[src/srp_pkg.sv]
// Shared types, codes and constants for the servo record and playback block.
package srp_pkg;

    localparam int OP_W     = 2;
    localparam int SAMPLE_W = 12;
    localparam int PULSE_W  = 11;
    localparam int MODE_W   = 2;

    localparam int STORE_DEPTH_DEF = 256;

    // Operation codes carried by an input word.
    localparam logic [OP_W-1:0] OP_SAMPLE = 2'd0;
    localparam logic [OP_W-1:0] OP_BUTTON = 2'd1;
    localparam logic [OP_W-1:0] OP_TICK   = 2'd2;

    // Mode state codes.
    localparam logic [MODE_W-1:0] MODE_MANUAL = 2'd0;
    localparam logic [MODE_W-1:0] MODE_RECORD = 2'd1;
    localparam logic [MODE_W-1:0] MODE_PLAY   = 2'd2;

    // Dead zone limits on the sample scale.
    localparam logic [SAMPLE_W-1:0] DEAD_LO  = 12'd1948;
    localparam logic [SAMPLE_W-1:0] HI_START = 12'd2147;

    // Pulse widths in microseconds.
    localparam logic [PULSE_W-1:0] BASE_LO   = 11'd1000;
    localparam logic [PULSE_W-1:0] BASE_MID  = 11'd1500;
    localparam logic [PULSE_W-1:0] PULSE_MIN = 11'd1000;
    localparam logic [PULSE_W-1:0] PULSE_MAX = 11'd2000;

    // Scaled numerator is sample offset times 500, below 2^20.
    localparam int X_W = 20;
    localparam logic [X_W-1:0] SCALE = 20'd500;

    // Division by 1947 or 1948 is done as a multiply by a rounded-up reciprocal.
    // With a shift of 31 the error term stays below one for any 20-bit numerator.
    localparam int RECIP_SHIFT = 31;
    localparam int RECIP_W     = 21;
    localparam int PROD_W      = X_W + RECIP_W;
    localparam int Q_W         = 9;
    localparam longint unsigned DIV_LO = 64'd1947;
    localparam longint unsigned DIV_HI = 64'd1948;
    localparam logic [RECIP_W-1:0] RECIP_LO =
        RECIP_W'(((64'd1 << RECIP_SHIFT) + DIV_LO - 64'd1) / DIV_LO);
    localparam logic [RECIP_W-1:0] RECIP_HI =
        RECIP_W'(((64'd1 << RECIP_SHIFT) + DIV_HI - 64'd1) / DIV_HI);

    // Per-word control carried from the front stage down the pipeline.
    typedef struct packed {
        logic              upd;
        logic              from_store;
        logic              blank;
        logic [MODE_W-1:0] mode;
    } srp_item_t;

endpackage

[src/srp_ram.sv]
// Generic single-write, single-read synchronous RAM with registered read data.
module srp_ram #(
    parameter int WIDTH = 8,
    parameter int DEPTH = 256
) (
    input  logic                     clk,
    input  logic                     we,
    input  logic [$clog2(DEPTH)-1:0] waddr,
    input  logic [WIDTH-1:0]         wdata,
    input  logic                     re,
    input  logic [$clog2(DEPTH)-1:0] raddr,
    output logic [WIDTH-1:0]         rdata
);

    logic [WIDTH-1:0] mem [DEPTH];
    logic [WIDTH-1:0] rdata_reg;

    always_ff @(posedge clk)
    begin
        if (we)
        begin
            mem[waddr] <= wdata;
        end
        if (re)
        begin
            rdata_reg <= mem[raddr];
        end
    end

    assign rdata = rdata_reg;

endmodule

[src/srp_front.sv]
// Front stage: mode sequencer, record and play pointers, and store access.
module srp_front #(
    parameter int STORE_DEPTH = srp_pkg::STORE_DEPTH_DEF
) (
    input  logic                              clk,
    input  logic                              rst_n,
    input  logic                              accept,
    input  logic [srp_pkg::OP_W-1:0]          operation,
    input  logic [srp_pkg::SAMPLE_W-1:0]      sample,
    output logic                              ram_we,
    output logic [$clog2(STORE_DEPTH)-1:0]    ram_waddr,
    output logic [srp_pkg::SAMPLE_W-1:0]      ram_wdata,
    output logic                              ram_re,
    output logic [$clog2(STORE_DEPTH)-1:0]    ram_raddr,
    output srp_pkg::srp_item_t                item
);

    import srp_pkg::*;

    localparam int AW = $clog2(STORE_DEPTH);
    localparam int CW = $clog2(STORE_DEPTH + 1);
    localparam logic [CW-1:0] DEPTH_C  = CW'(STORE_DEPTH);
    localparam logic [AW-1:0] LAST_IDX = AW'(STORE_DEPTH - 1);

    logic [MODE_W-1:0] mode_reg, mode_next;
    logic [AW-1:0]     play_reg, play_next;
    logic [CW-1:0]     count_reg, count_next;
    // Recording always fills from entry 0, so the entries ever written form a
    // prefix of the store; fill_reg is its length and anything beyond reads zero.
    logic [CW-1:0]     fill_reg, fill_next;
    logic [CW-1:0]     count_inc;

    assign count_inc = count_reg + CW'(1);

    always_comb
    begin
        mode_next       = mode_reg;
        play_next       = play_reg;
        count_next      = count_reg;
        fill_next       = fill_reg;
        ram_we          = 1'b0;
        ram_waddr       = count_reg[AW-1:0];
        ram_wdata       = sample;
        ram_re          = 1'b0;
        ram_raddr       = play_reg;
        item.upd        = 1'b0;
        item.from_store = 1'b0;
        item.blank      = 1'b0;
        if (accept)
        begin
            unique case (operation)
                OP_SAMPLE:
                begin
                    if (mode_reg == MODE_MANUAL || mode_reg == MODE_RECORD)
                    begin
                        item.upd = 1'b1;
                        if (mode_reg == MODE_RECORD && count_reg < DEPTH_C)
                        begin
                            ram_we     = 1'b1;
                            count_next = count_inc;
                            if (count_inc > fill_reg)
                            begin
                                fill_next = count_inc;
                            end
                        end
                    end
                end
                OP_BUTTON:
                begin
                    priority if (mode_reg == MODE_MANUAL)
                    begin
                        mode_next  = MODE_RECORD;
                        play_next  = '0;
                        count_next = '0;
                    end
                    else if (mode_reg == MODE_RECORD)
                    begin
                        mode_next = MODE_PLAY;
                        play_next = '0;
                    end
                    else
                    begin
                        // A press during playback is ignored.
                    end
                end
                OP_TICK:
                begin
                    if (mode_reg == MODE_PLAY)
                    begin
                        ram_re          = 1'b1;
                        item.upd        = 1'b1;
                        item.from_store = 1'b1;
                        item.blank      = (CW'(play_reg) >= fill_reg);
                        play_next       = (play_reg == LAST_IDX) ? '0 : play_reg + AW'(1);
                    end
                end
                default:
                begin
                end
            endcase
        end
        item.mode = mode_next;
    end

    always_ff @(posedge clk or negedge rst_n)
    begin
        if (!rst_n)
        begin
            mode_reg  <= MODE_MANUAL;
            play_reg  <= '0;
            count_reg <= '0;
            fill_reg  <= '0;
        end
        else
        begin
            mode_reg  <= mode_next;
            play_reg  <= play_next;
            count_reg <= count_next;
            fill_reg  <= fill_next;
        end
    end

endmodule

[src/srp_map.sv]
// Two-step sample to pulse width mapper: scaling stage, then reciprocal multiply.
module srp_map (
    input  logic                         clk,
    input  logic                         en,
    input  logic [srp_pkg::SAMPLE_W-1:0] value,
    output logic [srp_pkg::PULSE_W-1:0]  pulse
);

    import srp_pkg::*;

    logic [X_W-1:0]      x_next, x_reg;
    logic [PULSE_W-1:0]  base_next, base_reg;
    logic                hi_next, hi_reg;
    logic [PROD_W-1:0]   prod;
    logic [Q_W-1:0]      quot;

    always_comb
    begin
        priority if (value < DEAD_LO)
        begin
            x_next    = X_W'(value) * SCALE;
            base_next = BASE_LO;
            hi_next   = 1'b0;
        end
        else if (value < HI_START)
        begin
            x_next    = '0;
            base_next = BASE_MID;
            hi_next   = 1'b0;
        end
        else
        begin
            x_next    = X_W'(value - HI_START) * SCALE;
            base_next = BASE_MID;
            hi_next   = 1'b1;
        end
    end

    always_ff @(posedge clk)
    begin
        if (en)
        begin
            x_reg    <= x_next;
            base_reg <= base_next;
            hi_reg   <= hi_next;
        end
    end

    assign prod  = PROD_W'(x_reg) * PROD_W'(hi_reg ? RECIP_HI : RECIP_LO);
    assign quot  = Q_W'(prod >> RECIP_SHIFT);
    assign pulse = base_reg + PULSE_W'(quot);

endmodule

[src/servo_record_playback.sv]
// Servo pulse controller with manual, record and playback modes.
// An accepted word passes through stage 1, stage 2 and the output register in turn.
// Throughput: one word per cycle while out_stall is low; stages advance
// independently, so bubbles close up.
// Reset clears mode, pointers and fill count at once and sets the pulse to 1500 us;
// the store needs no clearing pass since entries past the fill count read as zero.
module servo_record_playback #(
    parameter int STORE_DEPTH = srp_pkg::STORE_DEPTH_DEF
) (
    input  logic                         clk,
    input  logic                         rst_n,
    input  logic                         in_valid,
    output logic                         in_stall,
    input  logic [srp_pkg::OP_W-1:0]     operation,
    input  logic [srp_pkg::SAMPLE_W-1:0] sample,
    output logic                         out_valid,
    input  logic                         out_stall,
    output logic [srp_pkg::PULSE_W-1:0]  pulse_us,
    output logic [srp_pkg::MODE_W-1:0]   mode,
    output logic                         record_led
);

    import srp_pkg::*;

    localparam int AW = $clog2(STORE_DEPTH);

    // Handshake and stage movement. Each stage takes a new word whenever it is
    // empty or the word it holds moves on in the same cycle.
    logic accept;
    logic out_free;
    logic s2_free;
    logic s1_free;

    // Store port signals.
    logic                ram_we;
    logic [AW-1:0]       ram_waddr;
    logic [SAMPLE_W-1:0] ram_wdata;
    logic                ram_re;
    logic [AW-1:0]       ram_raddr;
    logic [SAMPLE_W-1:0] ram_rdata;

    // Stage 1 holds the word while the store read completes.
    srp_item_t           front_item;
    logic                s1_valid_reg;
    srp_item_t           s1_item_reg;
    logic [SAMPLE_W-1:0] s1_sample_reg;
    logic [SAMPLE_W-1:0] s1_value;

    // Stage 2 holds the word while the mapper multiplies.
    logic                s2_valid_reg;
    logic                s2_upd_reg;
    logic [MODE_W-1:0]   s2_mode_reg;
    logic [PULSE_W-1:0]  map_pulse;

    // Output register; pulse_reg is also the controller's current pulse width.
    logic                out_valid_reg;
    logic [PULSE_W-1:0]  pulse_reg;
    logic [MODE_W-1:0]   mode_reg;

    assign out_free = !out_valid_reg || !out_stall;
    assign s2_free  = !s2_valid_reg || out_free;
    assign s1_free  = !s1_valid_reg || s2_free;
    assign in_stall = !s1_free;
    assign accept   = in_valid && s1_free;

    // Mode sequencing and all store writes and reads happen at acceptance, in
    // word order, so a playback read always follows the last record write.
    srp_front #(
        .STORE_DEPTH (STORE_DEPTH)
    ) u_front (
        .clk       (clk),
        .rst_n     (rst_n),
        .accept    (accept),
        .operation (operation),
        .sample    (sample),
        .ram_we    (ram_we),
        .ram_waddr (ram_waddr),
        .ram_wdata (ram_wdata),
        .ram_re    (ram_re),
        .ram_raddr (ram_raddr),
        .item      (front_item)
    );

    srp_ram #(
        .WIDTH (SAMPLE_W),
        .DEPTH (STORE_DEPTH)
    ) u_store (
        .clk   (clk),
        .we    (ram_we),
        .waddr (ram_waddr),
        .wdata (ram_wdata),
        .re    (ram_re),
        .raddr (ram_raddr),
        .rdata (ram_rdata)
    );

    always_ff @(posedge clk or negedge rst_n)
    begin
        if (!rst_n)
        begin
            s1_valid_reg <= 1'b0;
        end
        else if (s1_free)
        begin
            s1_valid_reg <= accept;
        end
    end

    always_ff @(posedge clk)
    begin
        if (s1_free)
        begin
            s1_item_reg   <= front_item;
            s1_sample_reg <= sample;
        end
    end

    // The read data stays put while stage 1 stalls, since no new read is issued
    // until the stage frees up. Entries past the fill count count as zero.
    always_comb
    begin
        if (s1_item_reg.from_store)
        begin
            s1_value = s1_item_reg.blank ? '0 : ram_rdata;
        end
        else
        begin
            s1_value = s1_sample_reg;
        end
    end

    srp_map u_map (
        .clk   (clk),
        .en    (s2_free),
        .value (s1_value),
        .pulse (map_pulse)
    );

    always_ff @(posedge clk or negedge rst_n)
    begin
        if (!rst_n)
        begin
            s2_valid_reg <= 1'b0;
        end
        else if (s2_free)
        begin
            s2_valid_reg <= s1_valid_reg;
        end
    end

    always_ff @(posedge clk)
    begin
        if (s2_free)
        begin
            s2_upd_reg  <= s1_item_reg.upd;
            s2_mode_reg <= s1_item_reg.mode;
        end
    end

    // Words leave in order, so the pulse held here is the width in force when
    // the next word arrives; words that do not move the servo repeat it.
    always_ff @(posedge clk or negedge rst_n)
    begin
        if (!rst_n)
        begin
            out_valid_reg <= 1'b0;
            pulse_reg     <= BASE_MID;
            mode_reg      <= MODE_MANUAL;
        end
        else if (out_free)
        begin
            out_valid_reg <= s2_valid_reg;
            if (s2_valid_reg)
            begin
                mode_reg <= s2_mode_reg;
                if (s2_upd_reg)
                begin
                    pulse_reg <= map_pulse;
                end
            end
        end
    end

    assign out_valid  = out_valid_reg;
    assign pulse_us   = pulse_reg;
    assign mode       = mode_reg;
    assign record_led = (mode_reg == MODE_RECORD);

endmodule

[config.mk]
export PLATFORM = sky130hd
export DESIGN_NAME = servo_record_playback
export DESIGN_NICKNAME = d
export VERILOG_FILES = /design/src/srp_pkg.sv /design/src/srp_ram.sv /design/src/srp_front.sv /design/src/srp_map.sv /design/src/servo_record_playback.sv
export SDC_FILE = /design/constraint.sdc
export NUM_CORES = 2
export LEC_CHECK = 0
export BUFFER_PORTS_ARGS = -buffer_cell sky130_fd_sc_hd__buf_2
export CAP_MARGIN = 15
export CORE_AREA = 2 2 582 584
export DETAILED_ROUTE_END_ITERATION = 12
export DIE_AREA = 0 0 584 586
export SLEW_MARGIN = 25
export SYNTH_ARGS = -nofsm -noshare
export SYNTH_HDL_FRONTEND = slang
export SYNTH_SLANG_ARGS = --single-unit
[constraint.sdc]
create_clock -name clk -period 19.05 [get_ports clk]
set_clock_uncertainty 0.2 [all_clocks]
set_input_delay 1.905 -clock clk [delete_from_list [all_inputs] [get_ports clk]]
set_output_delay 1.905 -clock clk [all_outputs]
set_load 0.02 [all_outputs]
==> report_table.html <==
<table>
<tr><th>Metric</th><th>Value</th></tr>
<tr><th colspan="2">Outcome</th></tr>
<tr><td>Run status</td><td>finished, final reports clean</td></tr>
<tr><th colspan="2">CTS</th></tr>
<tr><td>Clk sinks</td><td>around 3200</td></tr>
<tr><td>Maximum buffer depth of the clock tree</td><td>4</td></tr>
<tr><td>Number of clock buffers inserted by TritonCTS</td><td>about 330</td></tr>
<tr><td>Clock Pin Slew Worst Setup and Hold Paths</td><td>0.06 ns</td></tr>
<tr><td>H-tree levels</td><td>5</td></tr>
<tr><td>Latest clock arrival within the worst-skew pair</td><td>between 0.9 and 1 ns</td></tr>
<tr><td>PostCTS Resize Cnt</td><td>0</td></tr>
<tr><td>CTS Root Cell</td><td>clkbuf_16</td></tr>
<tr><td>Buffer count from post-CTS setup fixing</td><td>0</td></tr>
<tr><td>TritonCTS clock tree</td><td>built</td></tr>
<tr><td>Count of hold-fix buffers inserted at cts</td><td>0</td></tr>
<tr><th colspan="2">Pwr</th></tr>
<tr><td>Power share of the sequential group</td><td>a little under a third</td></tr>
<tr><td>Post-route total power</td><td>about 26000 uW</td></tr>
<tr><td>Comb power frac</td><td>45.8%</td></tr>
<tr><td>Peak supply drop</td><td>roughly 0.00047 V</td></tr>
<tr><td>Switching power as a share of total power</td><td>about 36%</td></tr>
<tr><td>Psw</td><td>between 9000 and 10000 uW</td></tr>
<tr><td>Clock network fraction of total power</td><td>24.2%</td></tr>
<tr><td>Leakage component of the power</td><td>0.0488 uW</td></tr>
<tr><td>P_int</td><td>approximately 17000 uW</td></tr>
<tr><td>PwrDens</td><td>between 150 and 200 nW/um^2</td></tr>
<tr><th colspan="2">Placement</th></tr>
<tr><td>Number of port buffers</td><td>33</td></tr>
<tr><td>RD Place Congestion</td><td>roughly 0.8</td></tr>
<tr><td>Half-perimeter wire length of the detailed placement result</td><td>about 200000 um</td></tr>
<tr><th colspan="2">GRT</th></tr>
<tr><td>GRT Resource Usage Total</td><td>between 10% and 20%</td></tr>
<tr><td>Global-route wire length before repair</td><td>470000 um</td></tr>
<tr><td>Pin count of the biggest net entering global routing</td><td>roughly 140</td></tr>
<tr><td>Antenna violations before repair</td><td>18</td></tr>
<tr><td>Via count of the first global-routing pass</td><td>64400</td></tr>
<tr><td>Sum of overflow across all layers after global routing</td><td>0</td></tr>
<tr><th colspan="2">Synthesis</th></tr>
<tr><td>Count of synthesis-stage warnings from yosys</td><td>0</td></tr>
<tr><td>Share of Yosys cell area claimed by the top area cell type</td><td>a little over two thirds</td></tr>
<tr><td>Register bit total from synthesis</td><td>roughly 3200</td></tr>
<tr><td>Yosys cell types</td><td>between 50 and 60</td></tr>
<tr><td>Area contributors post-synth</td><td>edfxtp_1 70%, mux4_2 17%, fa_1 3.4%, ha_1 3.2%, inv_1 1.2%</td></tr>
<tr><td>Synth Area per Inst</td><td>21.3 um^2</td></tr>
<tr><td>Leading register cell type out of synthesis</td><td>edfxtp_1</td></tr>
<tr><td>Post-synth design cell area</td><td>roughly 130000 um^2</td></tr>
<tr><td>Number of synthesized flops with an enable pin</td><td>approximately 3100</td></tr>
<tr><td>Yosys top cell by area</td><td>edfxtp_1</td></tr>
<tr><td>Synthesized instance count</td><td>roughly 6300</td></tr>
<tr><td>Sequential fraction of the synthesis area</td><td>71.0%</td></tr>
<tr><td>Post-synth ARST share</td><td>about 1.4%</td></tr>
<tr><th colspan="2">Timing</th></tr>
<tr><td>Unrepaired setup endpoints after global routing</td><td>false</td></tr>
<tr><td>Setup TNS after final layout</td><td>0 ns</td></tr>
<tr><td>Total of endpoints with negative setup slack in the final report</td><td>0</td></tr>
<tr><td>Slew at the pin closest to its max-slew limit</td><td>roughly 1.2 ns</td></tr>
<tr><td>Final period utilization</td><td>a little over two fifths</td></tr>
<tr><td>Minimum period implied by the final worst setup slack</td><td>8.21 ns</td></tr>
<tr><td>Hold violation total from the final report</td><td>0</td></tr>
<tr><td>Top achievable clock speed</td><td>roughly 120 MHz</td></tr>
<tr><td>Final Max Tran Viols</td><td>0</td></tr>
<tr><td>Relative slew slack</td><td>between 20 and 25%</td></tr>
<tr><th colspan="2">Final layout</th></tr>
<tr><td>Layout cells sized above 1</td><td>roughly 28%</td></tr>
<tr><td>Flip-flop count of the largest register, all copies and words added</td><td>between 3000 and 4000</td></tr>
<tr><td>P&amp;R area growth vs syn</td><td>13.2%</td></tr>
<tr><td>Fillers</td><td>28000</td></tr>
<tr><td>Total number of nets in the final design</td><td>7192</td></tr>
<tr><th colspan="2">Route</th></tr>
<tr><td>Residual DRC count</td><td>0</td></tr>
<tr><td>Detailed-route vias per instance</td><td>about 5.6</td></tr>
<tr><td>Via count</td><td>63000</td></tr>
<tr><td>WL final</td><td>about 330000 um</td></tr>
<tr><td>Per-cell routed wire length</td><td>between 20 and 30 um</td></tr>
<tr><td>Drt initial violations</td><td>6950</td></tr>
<tr><td>Post-route ant nets</td><td>0</td></tr>
<tr><td>Router iterations before antenna repair</td><td>7</td></tr>
<tr><th colspan="2">Hold path</th></tr>
<tr><td>Hold Crit Class</td><td>reg -&gt; reg</td></tr>
<tr><th colspan="2">Floorplan</th></tr>
<tr><td>Core footprint</td><td>336000 um^2</td></tr>
<tr><td>Number of top-level pins</td><td>34</td></tr>
<tr><td>DIE WIDTH</td><td>a little under 600 um</td></tr>
<tr><td>Std-Cell Rows</td><td>about 210</td></tr>
<tr><td>Die area</td><td>about 340000 um^2</td></tr>
<tr><td>Initial core utilization</td><td>approximately two fifths</td></tr>
<tr><td>Die height</td><td>between 500 and 600 um</td></tr>
<tr><th colspan="2">Worst setup path</th></tr>
<tr><td>Maximum single-stage delay on the critical path</td><td>0.71 ns</td></tr>
<tr><td>Required time reported for the critical path endpoint</td><td>19.65 ns</td></tr>
<tr><td>Capturing element type of the critical path</td><td>flop</td></tr>
<tr><td>Largest fanout of any net on the critical path</td><td>8</td></tr>
<tr><td>Type of the setup path with the least slack</td><td>reg -&gt; reg</td></tr>
<tr><td>Critical-path cell with the highest stage delay</td><td>edfxtp_1</td></tr>
<tr><td>Category of the worst setup path launch point</td><td>flop</td></tr>
<tr><td>Buf/Inv on CP</td><td>1</td></tr>
<tr><td>Arrival @ worst endpoint</td><td>slightly below 9 ns</td></tr>
<tr><td>Cell-by-cell listing of the critical path</td><td>nand2b_1 -&gt; fa_1 -&gt; fa_1 -&gt; fa_1 -&gt; fa_1 -&gt; inv_1 -&gt; fa_1 -&gt; fa_1 -&gt; ha_1 -&gt; ha_1 -&gt; a21oi_1 -&gt; nand2_1 -&gt; a221oi_1 -&gt; o211ai_1 -&gt; a221oi_1 -&gt; nor2b_1 -&gt; nor2_1 -&gt; xnor2_1 -&gt; ha_1 -&gt; a2111oi_0 -&gt; nor3_1 -&gt; mux2i_1 -&gt; a221oi_1 -&gt; o211ai_1</td></tr>
<tr><td>Delay-heaviest family, CP</td><td>adder cells</td></tr>
<tr><td>Most used cell, CP</td><td>fa_1</td></tr>
<tr><th colspan="2">Flow run</th></tr>
<tr><td>Max_cap viols</td><td>0</td></tr>
</table>
## placed cells by master (no fill, tap or decap), types with 31 or more instances in the layout
| master | count |
|---|---|
| xnor2_1 | 44 |
| clkinv_1 | 69 |
| nor2_1 | 188 |
| ha_1 | 345 |
| nor2_2 | 99 |
| clkinv_2 | 54 |
| mux4_2 | 1020 |
| dfrtp_1 | 31 |
| fa_1 | 224 |
| nand2_1 | 96 |
| o21ai_0 | 51 |
| inv_1 | 419 |
| edfxtp_1 | 3125 |
| a21oi_1 | 44 |
| clkbuf_16 | 334 |
| buf_4 | 232 |
| clkbuf_1 | 66 |
## per-layer routing
layer	GRT usage, %	vias to the layer above	share of wire [%]
met5	0	-	0
li1	-	26100	-
met1	26.8	34200	42
met3	2.97	426	6.6
met4	4.57	0	2.4
met2	31.0	2228	49
## cell type report
cell class / instances / area (um^2) / area share [%]
Clock buffer: 404 / 8660 / 5.72
Inverter: 419 / 1570 / 1.04
Tap cell: 4407 / 5510 / 3.64
Clock inverter: 195 / 1980 / 1.31
Antenna cell: 11 / 27.5 / 0.0182
Timing Repair Buffer: 280 / 2290 / 1.51
Sequential cell: 3169 / 95000 / 62.7
Multi-Input combinational cell: 2404 / 36400 / 24.0
## final timing paths
| path | startpoint | endpoint | slack [ns] | depth (start not counted) |
|---|---|---|---|---|
| max | u_map.x_reg[10]$_DFFE_PP_ | pulse_us[7]$_DFFE_PN1P_ | 10.84 | 24 |
| min | s1_item_reg[0]$_DFFE_PN_ | s2_mode_reg[0]$_DFFE_PP_ | 0.22 | 0 |
| max reg2reg | u_map.x_reg[10]$_DFFE_PP_ | pulse_us[7]$_DFFE_PN1P_ | 10.84 | 24 |
| min reg2reg | s1_item_reg[0]$_DFFE_PN_ | s2_mode_reg[0]$_DFFE_PP_ | 0.22 | 0 |
| max in group asynchronous | rst_n | u_front.ram_raddr[0]$_DFFE_PN0P_ | 17.07 | 2 |
| min in group asynchronous | rst_n | pulse_us[0]$_DFFE_PN0P_ | 0.92 | 2 |
## per-stage QoR
step / utilization (%) / hold WS (ns) / setup slack [ns] / cells / area [um^2]
finish: 45.1 / 0.223 / 10.84 / 11300 / 151000
global route: 45.1 / 0.234 / 10.29 / 11300 / 151000
CTS: 45.1 / 0.226 / 10.72 / 11300 / 151000
detailed placement: 41.9 / 0.214 / 10.75 / 10700 / 141000
global placement: 41.8 / 0.207 / 10.64 / 10700 / 140000
floorplan: - / 0.200 / 11.51 / 6284 / 134000
## synth_stat cells, types with 4 or more instances
cell type  number
xor2_1         25
nand2b_1       30
nor3_1         13
nor4_1          4
or2_2           4
dfstp_2         7
edfxtp_1     3125
o21bai_1        7
nand2_1       112
and2_1         11
fa_1          224
buf_1          57
and3_1          5
o21ai_0        52
a21oi_1        44
mux2i_1         6
nand4_1         9
mux4_2       1020
clkbuf_1      189
buf_2          45
dfrtp_1        37
ha_1          345
a22o_1         10
nand3_1        14
o31ai_1         8
a211oi_1        6
o211ai_1        6
nor2_1        287
a31oi_1         4
o21a_1          4
mux2_2         12
o22ai_1        11
xnor2_1        44
inv_1         419
nor2b_1        31
a21o_1         16
## power by group through the flow
stage	combinational [uW]	clock, uW	sequential, uW
2_1_floorplan	8780	0	8000
3_3_place_gp	12100	0	8050
3_5_place_dp	12200	0	8050
4_1_cts	12300	6480	7900
5_1_grt	13800	6750	7910
6_report	12100	6370	7900
## kinds of logic after synthesis
logic type	count (synthesis)	synth area share, %
AOI/OAI and AO/OA	188	0.891
xor gates and xnor gates	69	0.452
adders and majority gates	569	6.58
buffers and inverters	711	2.04
DFF	3169	71.0
muxes	1038	17.3
other	2	0.00562
and+or+nand+nor	529	1.71
No activity file was read; power rests on OpenSTA's default activity.
